### src/rtl/u8u16_pkg.sv
`default_nettype none
// ----------------------------------------------------------------------------
// u8u16_pkg
// Shared types and constants for the UTF-8 to UTF-16 stream transcoder.
// ----------------------------------------------------------------------------
package u8u16_pkg;

	localparam int CpW     = 21;   // code point width
	localparam int UnitW   = 16;   // UTF-16 code unit width
	localparam int QDepth  = 4;    // output unit queue depth
	localparam int QPtrW   = $clog2(QDepth);
	localparam int QCntW   = $clog2(QDepth + 1);

	localparam logic [CpW-1:0]   REPLACEMENT = 21'h00FFFD;
	localparam logic [CpW-1:0]   SUPP_BASE   = 21'h010000;
	localparam logic [UnitW-1:0] HI_SURR     = 16'hD800;
	localparam logic [UnitW-1:0] LO_SURR     = 16'hDC00;

	// one finished code point handed from decoder to output queue
	typedef struct packed {
		logic           valid;
		logic [CpW-1:0] point;
		logic           fin;
	} dec_point_t;

	// one queued output unit
	typedef struct packed {
		logic [UnitW-1:0] code_unit;
		logic             last_of_run;
		logic             end_of_text;
	} unit_t;

endpackage
`default_nettype wire

### src/rtl/u8u16_if.sv
`default_nettype none
// ----------------------------------------------------------------------------
// u8u16 channel interfaces
// Valid/ready channels for input bytes and output UTF-16 units.
// ----------------------------------------------------------------------------
interface u8u16_byte_if;
	logic       valid;
	logic       ready;
	logic [7:0] text_byte;
	logic       final_byte;

	modport source (output valid, output text_byte, output final_byte, input ready);
	modport sink   (input valid, input text_byte, input final_byte, output ready);
endinterface

interface u8u16_unit_if;
	logic        valid;
	logic        ready;
	logic [15:0] code_unit;
	logic        last_of_run;
	logic        end_of_text;

	modport source (output valid, output code_unit, output last_of_run,
		output end_of_text, input ready);
	modport sink   (input valid, input code_unit, input last_of_run,
		input end_of_text, output ready);
endinterface
`default_nettype wire

### src/rtl/utf8_to_utf16_stream.sv
`default_nettype none
// ----------------------------------------------------------------------------
// utf8_to_utf16_stream
// UTF-8 byte stream in, UTF-16 code unit stream out.
// ----------------------------------------------------------------------------
// One UTF-8 byte is taken per request on "text"; each finished code point
// leaves on "units" as one code unit, or as a surrogate pair (high half
// first) when it is 0x10000 or above. Lead bytes pick 0..3 following bytes,
// whose low six bits are appended with no continuation, overlong or range
// check; a stray byte (80..BF, F8..FF) in lead position becomes U+FFFD.
// final_byte closes the string: an unfinished sequence is flushed with the
// bits gathered so far. last_of_run marks the last unit a byte produced and
// end_of_text the final unit of the string. Timing: the decode runs in the
// cycle a byte is accepted and its units are queued at that clock edge, so
// a unit is visible on "units" from the cycle after its byte at the earliest.
// The block accepts one byte every cycle while the four-entry unit queue has
// two free slots; the output side drains one unit per cycle while ready is
// high; with ready held high, four-byte sequences never stall the input.
// Reset (arst_n low) clears the sequence state and empties the queue.
// ----------------------------------------------------------------------------
module utf8_to_utf16_stream
	import u8u16_pkg::*;
(
	input  wire logic    clk,
	input  wire logic    arst_n,
	u8u16_byte_if.sink   text,
	u8u16_unit_if.source units
);

	dec_point_t dp;
	logic       room;
	logic       fire;

	assign text.ready = room;
	assign fire       = text.valid && room;

	// byte decode and sequence state
	u8u16_decode u_decode (
		.clk        (clk),
		.arst_n     (arst_n),
		.fire       (fire),
		.text_byte  (text.text_byte),
		.final_byte (text.final_byte),
		.dp         (dp)
	);

	// surrogate split and output queue
	u8u16_outq u_outq (
		.clk    (clk),
		.arst_n (arst_n),
		.dp     (dp),
		.room   (room),
		.units  (units)
	);

endmodule
`default_nettype wire

### src/rtl/u8u16_decode.sv
`default_nettype none
// ----------------------------------------------------------------------------
// u8u16_decode
// Sequence state and code point assembly, one byte per accepted request.
// ----------------------------------------------------------------------------
module u8u16_decode
	import u8u16_pkg::*;
(
	input  wire logic       clk,
	input  wire logic       arst_n,
	input  wire logic       fire,
	input  wire logic [7:0] text_byte,
	input  wire logic       final_byte,
	output dec_point_t      dp
);

	logic [1:0]     pend_q, nxt_pend;
	logic [CpW-1:0] point_q, nxt_point;
	logic [CpW-1:0] acc, lead_pt, cp;
	logic [1:0]     lead_n;
	logic           lead_ok, emit;

	// lead byte classification
	always_comb begin
		lead_ok = 1'b1;
		lead_pt = '0;
		lead_n  = 2'd0;
		if (text_byte[7:5] == 3'b110) begin
			lead_pt = {16'd0, text_byte[4:0]};
			lead_n  = 2'd1;
		end else if (text_byte[7:4] == 4'b1110) begin
			lead_pt = {17'd0, text_byte[3:0]};
			lead_n  = 2'd2;
		end else if (text_byte[7:3] == 5'b11110) begin
			lead_pt = {18'd0, text_byte[2:0]};
			lead_n  = 2'd3;
		end else begin
			lead_ok = 1'b0;
		end
	end

	assign acc = {point_q[CpW-7:0], text_byte[5:0]};

	always_comb begin
		nxt_pend  = pend_q;
		nxt_point = point_q;
		emit      = 1'b0;
		cp        = '0;
		if (pend_q != 2'd0) begin
			// continuation byte, no format check
			if (pend_q == 2'd1 || final_byte) begin
				emit      = 1'b1;
				cp        = acc;
				nxt_pend  = 2'd0;
				nxt_point = '0;
			end else begin
				nxt_pend  = pend_q - 2'd1;
				nxt_point = acc;
			end
		end else if (!text_byte[7]) begin
			emit = 1'b1;
			cp   = {13'd0, text_byte};
		end else if (lead_ok) begin
			if (final_byte) begin
				// string ends on a lead: emit its payload bits alone
				emit = 1'b1;
				cp   = lead_pt;
			end else begin
				nxt_pend  = lead_n;
				nxt_point = lead_pt;
			end
		end else begin
			emit = 1'b1;
			cp   = REPLACEMENT;
		end
	end

	always_ff @(posedge clk or negedge arst_n) begin
		if (!arst_n) begin
			pend_q  <= 2'd0;
			point_q <= '0;
		end else if (fire) begin
			pend_q  <= nxt_pend;
			point_q <= nxt_point;
		end
	end

	assign dp.valid = fire && emit;
	assign dp.point = cp;
	assign dp.fin   = final_byte;

endmodule
`default_nettype wire

### src/rtl/u8u16_outq.sv
`default_nettype none
// ----------------------------------------------------------------------------
// u8u16_outq
// Surrogate split and a small unit queue feeding the output channel.
// ----------------------------------------------------------------------------
module u8u16_outq
	import u8u16_pkg::*;
(
	input  wire logic       clk,
	input  wire logic       arst_n,
	input  wire dec_point_t dp,
	output logic            room,
	u8u16_unit_if.source    units
);

	unit_t            q_mem [QDepth];
	logic [QPtrW-1:0] wr_q, rd_q;
	logic [QCntW-1:0] count_q;
	logic             pair, pop;
	logic [CpW-1:0]   v;
	unit_t            single_u, hi_u, lo_u;
	logic [QCntW-1:0] n_push;

	assign pair = dp.point >= SUPP_BASE;
	assign v    = dp.point - SUPP_BASE;

	always_comb begin
		single_u.code_unit   = dp.point[UnitW-1:0];
		single_u.last_of_run = 1'b1;
		single_u.end_of_text = dp.fin;
		hi_u.code_unit       = HI_SURR | UnitW'(v[CpW-1:10]);
		hi_u.last_of_run     = 1'b0;
		hi_u.end_of_text     = 1'b0;
		lo_u.code_unit       = LO_SURR | {6'd0, v[9:0]};
		lo_u.last_of_run     = 1'b1;
		lo_u.end_of_text     = dp.fin;
	end

	assign n_push = !dp.valid ? QCntW'(0) : (pair ? QCntW'(2) : QCntW'(1));
	assign pop    = (count_q != '0) && units.ready;
	// room for a worst-case pair
	assign room   = count_q <= QCntW'(QDepth - 2);

	always_ff @(posedge clk) begin
		if (dp.valid) begin
			q_mem[wr_q] <= pair ? hi_u : single_u;
			if (pair) begin
				q_mem[wr_q + QPtrW'(1)] <= lo_u;
			end
		end
	end

	always_ff @(posedge clk or negedge arst_n) begin
		if (!arst_n) begin
			wr_q    <= '0;
			rd_q    <= '0;
			count_q <= '0;
		end else begin
			wr_q    <= wr_q + n_push[QPtrW-1:0];
			rd_q    <= rd_q + QPtrW'(pop);
			count_q <= count_q + n_push - QCntW'(pop);
		end
	end

	assign units.valid       = count_q != '0;
	assign units.code_unit   = q_mem[rd_q].code_unit;
	assign units.last_of_run = q_mem[rd_q].last_of_run;
	assign units.end_of_text = q_mem[rd_q].end_of_text;

endmodule
`default_nettype wire

### src/flat_wrapper.sv
// flat-port wrapper written by rule: the top's interface ports become plain ports
module utf8_to_utf16_stream_flat import u8u16_pkg::*;
  (clk, arst_n, text_valid, text_text_byte, text_final_byte, text_ready, units_valid, units_code_unit, units_last_of_run, units_end_of_text, units_ready);
  u8u16_byte_if text_i ();
  u8u16_unit_if units_i ();
  input  wire logic clk;
  input  wire logic arst_n;
  input wire logic [$bits(text_i.valid)-1:0] text_valid;
  input wire logic [$bits(text_i.text_byte)-1:0] text_text_byte;
  input wire logic [$bits(text_i.final_byte)-1:0] text_final_byte;
  output wire logic [$bits(text_i.ready)-1:0] text_ready;
  output wire logic [$bits(units_i.valid)-1:0] units_valid;
  output wire logic [$bits(units_i.code_unit)-1:0] units_code_unit;
  output wire logic [$bits(units_i.last_of_run)-1:0] units_last_of_run;
  output wire logic [$bits(units_i.end_of_text)-1:0] units_end_of_text;
  input wire logic [$bits(units_i.ready)-1:0] units_ready;
  assign text_i.valid = text_valid;
  assign text_i.text_byte = text_text_byte;
  assign text_i.final_byte = text_final_byte;
  assign text_ready = text_i.ready;
  assign units_valid = units_i.valid;
  assign units_code_unit = units_i.code_unit;
  assign units_last_of_run = units_i.last_of_run;
  assign units_end_of_text = units_i.end_of_text;
  assign units_i.ready = units_ready;
  utf8_to_utf16_stream u_core (.clk(clk), .arst_n(arst_n), .text(text_i), .units(units_i));
endmodule
### config.mk
export PLATFORM = sky130hd
export DESIGN_NAME = utf8_to_utf16_stream_flat
export DESIGN_NICKNAME = d
export VERILOG_FILES = /design/src/rtl/u8u16_pkg.sv /design/src/rtl/u8u16_if.sv /design/src/rtl/utf8_to_utf16_stream.sv /design/src/rtl/u8u16_decode.sv /design/src/rtl/u8u16_outq.sv /design/src/flat_wrapper.sv
export SDC_FILE = /design/constraint.sdc
export NUM_CORES = 1
export LEC_CHECK = 0
export ABC_AREA = 1
export BUFFER_PORTS_ARGS = -buffer_cell sky130_fd_sc_hd__buf_2
export CAP_MARGIN = 20
export CORE_ASPECT_RATIO = 1.75
export CORE_MARGIN = 5
export CORE_UTILIZATION = 42
export DETAILED_ROUTE_END_ITERATION = 8
export PLACE_DENSITY = 0.67
export SLEW_MARGIN = 20
export SYNTH_ARGS = -nofsm -noshare
export SYNTH_HDL_FRONTEND = slang
export SYNTH_SLANG_ARGS = --single-unit
### constraint.sdc
create_clock -name clk -period 9 [get_ports clk]
set_clock_uncertainty 0.05 [all_clocks]
set_input_delay 0.9 -clock clk [delete_from_list [all_inputs] [get_ports clk]]
set_output_delay 0.9 -clock clk [all_outputs]
set_load 0.01 [all_outputs]
==> reports/results.tsv, run 1 <==
metric	value	unit
setup TNS	0	ns
total track usage	19.2	%
Cell variety after synth	38	
syn_area_per_cell	8.42	sq um
Syn Inst Count	620	
max_cap viols	0	
gr ovfl total	0	
syn nets	643	
vias	4436	
r2r setup slk	5.16	ns
Critical Path Fanout Max	16	
TritonCTS buffer count	9	
fin crit share	42.9	%
average wire per standard cell	16.6	um
CTS tree	built	
Setup crit start kind	input pin	
Critical Path, Cell by Cell	buf_2 -> nor2_1 -> nor2_2 -> nand2_1 -> ha_1 -> nand3_1 -> nor2_1 -> nand2_1 -> nor2_1 -> nand3_2 -> nand2_4 -> nor2_1 -> inv_1 -> ha_1 -> inv_1 -> ha_1 -> fa_1 -> xnor2_1	
Die W	94.3	um
Peak VDD IR	0.154	mV
Hold Path Depth	2	
die area	0.0148	sq mm
Clock Sink Count	96	
worst hold endpoint	u_core.u_outq.q_mem[3][14]	
Worst-Margin Slew	0.921	ns
CP arrival	4.04	ns
Levels on crit path	18	
final instance area	0.00573	sq mm
placed cell area	0.00543	sq mm
outcome	finished, final reports clean	
layout cells sized above 1	17.3	%
Crit path max-delay family	simple AND/OR/NAND/NOR gates	
Starting DRT DRC Count	260	
Rows	54	
io pins	33	
Post-CTS Setup Bufs	0	
Worst Setup Path Type	input pin to flip-flop	
maximum clock frequency	259	MHz
power per cell area	364	mW/mm^2
# resized after CTS	0	
yosys warns	0	
number of buffers added on ports	32	
Finished Layout Cells	810	
antenna diode count	0	
Worst-path clk slew	0.07	ns
Leak	2.48	nW
crit-path most repeated cell	nor2_1	
initial antenna violation count	0	
Final Setup Violations	0	
vias in the first global route	4546	
Starting Density	42.2	%
biggest cell delay along the critical path	0.40	ns
Max clock buf depth	2	
Nets	660	
Req. time, crit path	9.17	ns
post-layout util	46.3	%
register area share after synthesis	47.6	%
die height	157	um
hold_sp	u_core.u_outq.q_mem[3][14]	
Bufs and invs on worst path	3	
core area	0.0124	sq mm
Skew-Pair Late Insertion Delay	0.34	ns
hpwl dp	9830	um
Final ANT Viol Nets	0	
CP max stage cell	nor2_2	
Routed WL	13500	um
Via density	5.48	
cell count after placement	794	
Synth Cell Area	0.00522	sq mm
cts-stage hold buffer count	0	
drt drc	0	
post-route minimum period	3.86	ns
number of fill cells	1218	
routability congestion estimate	0.897	
largest net degree at the start of global routing	39	
hold crit path type	flip-flop to flip-flop	
unrepaired setup endpoints after global routing	no	
reg2reg end	u_core.u_outq.count_q[2]	
Worst slew margin	38.2	%
RR Startpoint	u_core.u_decode.pend_q[0]	
first-pass GRT wire length	22200	um
Layout Area Growth over Synthesis	9.78	%
drt pass-1 iters	6	
nature of the critical path endpoint	flip-flop	
H-tree depth	3	
FF+latch count, synth	96	
Hold Fails Final Rpt	0	
CTS root buf	clkbuf_16	
depth of the most critical reg-to-reg path	18	
Slew Viols, Final	0	
where the power goes:
group          switching (mW)  leakage [nW]  total [mW]  internal [mW]
Clock                   0.168         0.143       0.386          0.218
Sequential             0.0888         0.949       0.695          0.606
Combinational           0.694          1.39        1.00          0.310
layout by cell type (no fill, tap or decap), types with 2 or more instances in the layout:
cell,instances
nand2_1,114
nand3_1,92
o21ai_0,52
nor2_1,51
edfxtp_1,44
inv_1,41
o21ai_1,37
buf_2,32
dfxtp_1,28
dfrtp_1,24
nand2_2,20
o22ai_1,19
inv_2,13
ha_1,9
clkbuf_16,9
nand2_4,6
o21ai_2,5
o31ai_1,5
nor3_4,4
xnor2_1,4
xor2_1,4
a21oi_2,4
inv_6,3
nor2_4,2
nor2_2,2
a21oi_1,2
nand3_2,2
clkinvlp_4,2
routing by layer:
| layer | share of wire (%) | wire, um | GRT usage (%) | vias to the layer above |
|---|---|---|---|---|
| met5 | 0 | 0 | 0 | - |
| met1 | 36 | 4900 | 20.0 | 2118 |
| met2 | 57 | 7620 | 37.4 | 152 |
| met3 | 4.7 | 630 | 2.92 | 29 |
| li1 | - | - | - | 2137 |
| met4 | 2.5 | 332 | 7.30 | 0 |
synth_stat cells:
cell | number | area [sq um]
o21ai_2 | 5 | 43.8
a21boi_0 | 1 | 7.51
dfxtp_1 | 28 | 561
clkinv_1 | 1 | 3.75
nor2_2 | 2 | 12.5
nor2_1 | 51 | 191
o21ai_1 | 37 | 185
clkbuf_1 | 13 | 48.8
buf_8 | 1 | 15.0
nand3_2 | 2 | 20.0
buf_6 | 6 | 67.6
xor2_1 | 4 | 35.0
buf_2 | 6 | 30.0
edfxtp_1 | 44 | 1320
o21ai_4 | 1 | 16.3
inv_2 | 13 | 48.8
inv_1 | 41 | 154
nor3_2 | 1 | 10.0
fa_1 | 1 | 20.0
nand2_4 | 6 | 67.6
nor3_4 | 4 | 65.1
dfrtp_1 | 24 | 601
nand3_4 | 1 | 17.5
buf_4 | 1 | 7.51
o21ai_0 | 52 | 260
o2bb2ai_1 | 1 | 8.76
o22ai_1 | 19 | 119
o31ai_1 | 5 | 37.5
xnor2_1 | 4 | 35.0
a21oi_2 | 4 | 35.0
nor2_4 | 2 | 22.5
or2_2 | 1 | 6.26
nand2_1 | 114 | 428
o41ai_1 | 1 | 8.76
nand3_1 | 92 | 460
nand2_2 | 20 | 125
ha_1 | 9 | 113
a21oi_1 | 2 | 10.0
flip-flops by register name (all words and copies together) (netlist names):
register / cells
u_core.u_outq.count_q: 3
u_core.u_decode.point_q: 15
u_core.u_outq.q_mem: 72
u_core.u_outq.rd_q: 2
u_core.u_decode.pend_q: 2
u_core.u_outq.wr_q: 2
tightest hold or removal path, stage by stage, from the launching register on:
cell and delay, ns:
dfxtp_1 0.31, nand2_1 0.06, nand2_1 0.04
area by class of cell:
type | instances | area [sq um] | area share, %
Clock inverter | 7 | 76.3 | 1.33
Tap cell | 168 | 210 | 3.67
Sequential cell | 96 | 2480 | 43.3
Timing Repair Buffer | 33 | 168 | 2.93
Clock buffer | 9 | 225 | 3.93
Multi-Input combinational cell | 442 | 2360 | 41.2
Inverter | 55 | 206 | 3.60
worst max-delay path by stage:
| stage | from | endpoint | slack [ns] |
|---|---|---|---|
| global placement | text_final_byte | u_core.u_outq.count_q[2] | 4.90 |
| detailed placement | text_final_byte | u_core.u_outq.count_q[2] | 4.79 |
| finish | text_final_byte | u_core.u_outq.count_q[2] | 5.14 |
| CTS | u_core.u_decode.pend_q[0] | u_core.u_outq.count_q[2] | 5.13 |
| floorplan | text_final_byte | u_core.u_outq.count_q[2] | 5.54 |
| global route | u_core.u_decode.pend_q[0] | u_core.u_outq.count_q[2] | 4.76 |
per-stage QoR:
step	setup slack (ns)	hold WS [ns]	total power, mW
after floorplan	5.54	0.371	1.44
after global placement	4.90	0.384	1.67
after detailed placement	4.79	0.386	1.71
after CTS	5.13	0.403	2.09
after global routing	4.76	0.419	2.25
final	5.14	0.402	2.09
kinds of logic (layout without fill, tap and decap cells):
group | count (synthesis) | in the layout | synth area share [%]
AND/OR/NAND/NOR | 296 | 296 | 27.3
buffers and inverters | 82 | 104 | 7.19
adder cells (fa/ha/maj) | 10 | 10 | 2.54
AO/OA/AOI/OAI | 128 | 128 | 14.0
XOR/XNOR | 8 | 8 | 1.34
flip-flops | 96 | 96 | 47.6
Note: power is estimated with default switching activity, not from simulation.
==> inputs of run 2 (changes only) <==
Settings changed: PLACE_DENSITY 0.67 to 0.69.
Clock period 9 ns to 3.51 ns, I/O delays scaled along.
==> reports/results.tsv, run 2 (synthesized netlist as in run 1, its figures left out) <==
metric	value	unit
Starting DRT DRC Count	524	
most frequent cells in the layout	nand2_1 (114), nand3_1 (92), o21ai_0 (52), nor2_1 (51), edfxtp_1 (44)	
Worst-Margin Slew	0.907	ns
setup TNS	0	ns
Peak VDD IR	0.361	mV
Via density	5.54	
Setup crit start kind	flip-flop	
io pins	33	
drt drc	0	
TritonCTS buffer count	9	
# resized after CTS	0	
max_cap viols	0	
commonest non-fill, non-tap cell in the layout	nand2_1	
first-pass GRT wire length	23500	um
Skew-Pair Late Insertion Delay	0.34	ns
Clock Sink Count	96	
biggest cell delay along the critical path	0.40	ns
vias	4591	
CTS root buf	clkbuf_16	
post-route minimum period	3.13	ns
Slew Viols, Final	0	
Max clock buf depth	2	
Bufs and invs on worst path	5	
vias in the first global route	4630	
Crit path max-delay family	adder cells	
Final ANT Viol Nets	0	
largest net degree at the start of global routing	38	
die height	157	um
drt pass-1 iters	6	
Die W	94.3	um
number of fill cells	1184	
Worst Setup Path Type	flip-flop to flip-flop	
average wire per standard cell	17.4	um
CTS tree	built	
Hold Fails Final Rpt	0	
Post-CTS Setup Bufs	0	
Req. time, crit path	3.69	ns
CP max stage cell	dfrtp_1	
biggest regs	u_core.u_outq.q_mem x72, u_core.u_decode.point_q x15, u_core.u_outq.count_q x3	
Layout Area Growth over Synthesis	12.3	%
Final Setup Violations	0	
Worst-path clk slew	0.07	ns
Critical Path, Cell by Cell	inv_1 -> ha_1 -> nand2_1 -> inv_1 -> nand3_4 -> nand2_2 -> inv_1 -> nand2_1 -> nor2_1 -> nand3_2 -> nand2_4 -> nor2_1 -> inv_1 -> ha_1 -> inv_1 -> ha_1 -> fa_1 -> xnor2_1	
number of buffers added on ports	32	
fin crit share	89.0	%
cts-stage hold buffer count	1	
power per cell area	931	mW/mm^2
layout cells sized above 1	19.2	%
outcome	finished, final reports clean	
final instance area	0.00586	sq mm
Worst slew margin	39.2	%
Rows	54	
Starting Density	42.2	%
unrepaired setup endpoints after global routing	no	
core area	0.0124	sq mm
routability congestion estimate	0.971	
maximum clock frequency	320	MHz
hold crit path type	input pin to flip-flop	
Leak	2.57	nW
crit-path most repeated cell	inv_1	
Largest register FFs	72	
nature of the critical path endpoint	flip-flop	
gr ovfl total	0	
H-tree depth	3	
total track usage	20.5	%
antenna diode count	0	
Biggest register	u_core.u_outq.q_mem	
placed cell area	0.00556	sq mm
initial antenna violation count	0	
die area	0.0148	sq mm
Critical Path Fanout Max	16	
hpwl dp	10700	um
Nets	679	
Routed WL	14400	um
CP arrival	3.31	ns
## run 2: path summary, 6_finish.rpt
path / start / endpoint / slack, ns / cells after the start
worst max-delay path: u_core.u_decode.pend_q[0] / u_core.u_outq.count_q[2] / 0.38 / 18
worst min-delay path: text_text_byte[0] / u_core.u_decode.point_q[0] / 0.23 / 3
worst max register to register: u_core.u_decode.pend_q[0] / u_core.u_outq.count_q[2] / 0.38 / 18
worst min register to register: u_core.u_outq.q_mem[2][16] / u_core.u_outq.q_mem[2][16] / 0.40 / 2
max in group asynchronous: arst_n / u_core.u_decode.point_q[8] / 2.55 / 2
min in group asynchronous: arst_n / u_core.u_outq.wr_q[1] / 0.48 / 2
## run 2: worst register-to-register path: stages, from the launching register on
cell and delay [ns]:
dfrtp_1 0.40, inv_1 0.09, ha_1 0.27, nand2_1 0.13
inv_1 0.11, nand3_4 0.20, nand2_2 0.20, inv_1 0.09
nand2_1 0.07, nor2_1 0.05, nand3_2 0.09, nand2_4 0.06
nor2_1 0.14, inv_1 0.06, ha_1 0.27, inv_1 0.04
ha_1 0.19, fa_1 0.38, xnor2_1 0.14
## run 2: layout make-up
| class | instances | area, sq um | area share [%] |
|---|---|---|---|
| well taps | 168 | 210 | 3.59 |
| clock buffers | 11 | 233 | 3.97 |
| inverters | 55 | 206 | 3.52 |
| repair buffers | 52 | 313 | 5.34 |
| multi-input cells | 442 | 2360 | 40.3 |
| clock inverters | 5 | 56.3 | 0.961 |
| flip-flops and latches | 96 | 2480 | 42.3 |
## run 2: metal layers
layer / GRT usage [%] / share of wire [%] / vias to the layer above
met5: 0 / 0 / -
li1: - / - / 2184
met2: 37.6 / 55 / 204
met4: 10.1 / 3.8 / 0
met3: 3.49 / 5.2 / 52
met1: 22.3 / 36 / 2151
## run 2: through the flow
| stage | setup WS, ns | power, mW | std cells | util (%) | hold WS, ns |
|---|---|---|---|---|---|
| 2_1_floorplan | 0.307 | 3.70 | 620 | - | 0.00541 |
| 3_3_place_gp | 0.503 | 4.39 | 812 | 45.0 | 0.317 |
| 3_5_place_dp | 0.384 | 4.49 | 812 | 45.0 | 0.330 |
| 4_1_cts | 0.377 | 5.47 | 829 | 47.4 | 0.222 |
| 5_1_grt | 0.0864 | 5.88 | 829 | 47.4 | 0.256 |
| 6_report | 0.385 | 5.46 | 829 | 47.4 | 0.231 |
## run 2: report_power, final
group	total (mW)	internal, mW	switching [mW]
combinational	2.74	0.876	1.86
sequential	1.75	1.55	0.199
clock	0.971	0.553	0.418
total	5.46	2.98	2.48
==> inputs of run 3 (changes only) <==
Settings changed: CORE_UTILIZATION 42 to 30, PLACE_DENSITY 0.69 to 0.55.
==> reports/results.tsv, run 3 (synthesized netlist as in run 1, its figures left out) <==
metric	value	unit
Worst-path clk slew	0.07	ns
setup TNS	0	ns
reg2reg end	u_core.u_outq.q_mem[1][9]	
Final ANT Viol Nets	0	
die height	184	um
Final Setup Violations	0	
fin crit share	91.0	%
first-pass GRT wire length	24300	um
max_cap viols	0	
Largest register FFs	72	
commonest non-fill, non-tap cell in the layout	nand2_1	
met3 wire len	595	um
Layout Area Growth over Synthesis	14.2	%
antenna diode count	0	
depth of the most critical reg-to-reg path	11	
Via density	5.11	
Starting DRT DRC Count	344	
average wire per standard cell	16.7	um
Critical Path Fanout Max	10	
total track usage	15.5	%
CTS root buf	clkbuf_16	
drt drc	0	
Int Pwr	3.01	mW
maximum clock frequency	313	MHz
uppermost layer routed	met4	
Post-CTS Setup Bufs	0	
number of fill cells	1829	
hpwl dp	11200	um
Crit. Startpoint	u_core.u_decode.pend_q[0]	
H-tree depth	3	
Nets	679	
initial antenna violation count	0	
Rows	63	
drt pass-1 iters	5	
total design power	5.52	mW
Hold Slack	0.226	ns
gr ovfl total	0	
WL met1	5720	um
Setup crit start kind	flip-flop	
Worst-Margin Slew	0.911	ns
power per cell area	926	mW/mm^2
most frequent cells in the layout	nand2_1 (114), nand3_1 (92), o21ai_0 (52), nor2_1 (51), edfxtp_1 (44)	
Max clock buf depth	2	
Net Sw Power	2.51	mW
Leak	2.59	nW
nature of the critical path endpoint	flip-flop	
Clock Power Share	18.9	%
post-route minimum period	3.19	ns
vias	4536	
CP arrival	3.20	ns
Met2 Wirelength	8120	um
Peak VDD IR	0.389	mV
switching share of power	45.4	%
Worst Setup Path Type	flip-flop to flip-flop	
hold crit path type	input pin to flip-flop	
core area	0.0170	sq mm
CTS tree	built	
Slew Viols, Final	0	
Biggest register	u_core.u_outq.q_mem	
Clock Sink Count	96	
vias in the first global route	4655	
biggest regs	u_core.u_outq.q_mem x72, u_core.u_decode.point_q x15, u_core.u_outq.count_q x3	
layout cells sized above 1	19.5	%
outcome	finished, final reports clean	
r2r setup slk	0.32	ns
number of buffers added on ports	32	
Logic pwr share	49.3	%
unrepaired setup endpoints after global routing	no	
RR Startpoint	u_core.u_decode.pend_q[0]	
Req. time, crit path	3.52	ns
TritonCTS buffer count	9	
routability congestion estimate	0.834	
Worst slew margin	38.9	%
Hold Fails Final Rpt	0	
die area	0.0202	sq mm
Skew-Pair Late Insertion Delay	0.35	ns
Worst Setup EP	u_core.u_outq.q_mem[1][9]	
Flop pwr share	31.7	%
largest net degree at the start of global routing	38	
Routed WL	14900	um
Die W	110	um
Starting Density	30.7	%
io pins	33	
==> run 3: stage by stage <==
step / setup WS (ns) / utilization [%] / instances / cell area (sq um)
2_1_floorplan: 0.307 / - / 620 / 5220
3_3_place_gp: 0.473 / 33.1 / 871 / 5640
3_5_place_dp: 0.341 / 33.1 / 871 / 5640
4_1_cts: 0.330 / 35.0 / 888 / 5960
5_1_grt: 0.0226 / 35.0 / 888 / 5960
6_report: 0.316 / 35.0 / 888 / 5960
==> run 3: repair_timing <==
action,in CTS,in global routing
gates resized for setup,0,0
endpoints found under the hold margin,24,0
endpoints found under the setup margin,0,0
hold buffers,1,0
==> run 3: metal layers <==
| metal | vias to the layer above | track usage (%) |
|---|---|---|
| met2 | 127 | 28.9 |
| met5 | - | 0 |
| met3 | 33 | 2.45 |
| li1 | 2181 | - |
| met4 | 0 | 5.89 |
| met1 | 2195 | 17.1 |
==> run 3: worst min-delay path by stage <==
| stage | slack (ns) | start | to | depth (start not counted) |
|---|---|---|---|---|
| 6_report | 0.23 | text_text_byte[0] | u_core.u_decode.point_q[0] | 3 |
| 5_1_grt | 0.25 | text_text_byte[0] | u_core.u_decode.point_q[0] | 3 |
| 4_1_cts | 0.23 | text_text_byte[0] | u_core.u_decode.point_q[0] | 3 |
| 3_5_place_dp | 0.34 | arst_n | u_core.u_outq.count_q[0] | 1 |
| 3_3_place_gp | 0.32 | arst_n | u_core.u_outq.count_q[0] | 1 |
| 2_1_floorplan | 0.005 | arst_n | u_core.u_decode.pend_q[0] | 0 |
==> run 3: worst max-delay path, stage by stage (launching register included) <==
cell and delay, ns:
dfrtp_1 0.40, inv_1 0.08, ha_1 0.26, inv_2 0.12, a21oi_1 0.27, nand2_1 0.14, nand2_2 0.13, nand2_4 0.11
nor3_4 0.49, inv_2 0.24, nand2_1 0.33, buf_4 0.26
==> run 3: final cells by class <==
| class | count | area, sq um | share of cell area [%] |
|---|---|---|---|
| Inverter | 55 | 206 | 3.46 |
| Multi-Input combinational cell | 442 | 2360 | 39.6 |
| Tap cell | 227 | 284 | 4.77 |
| Clock inverter | 6 | 73.8 | 1.24 |
| Sequential cell | 96 | 2480 | 41.7 |
| Timing Repair Buffer | 52 | 313 | 5.25 |
| Clock buffer | 10 | 239 | 4.01 |
==> run 3: power groups by stage <==
stage | logic (mW) | registers, mW | clock network (mW)
2_1_floorplan | 1.99 | 1.71 | 0
3_3_place_gp | 2.68 | 1.77 | 0
4_1_cts | 2.76 | 1.75 | 1.06
6_report | 2.72 | 1.75 | 1.05
5_1_grt | 3.06 | 1.79 | 1.10
3_5_place_dp | 2.74 | 1.78 | 0
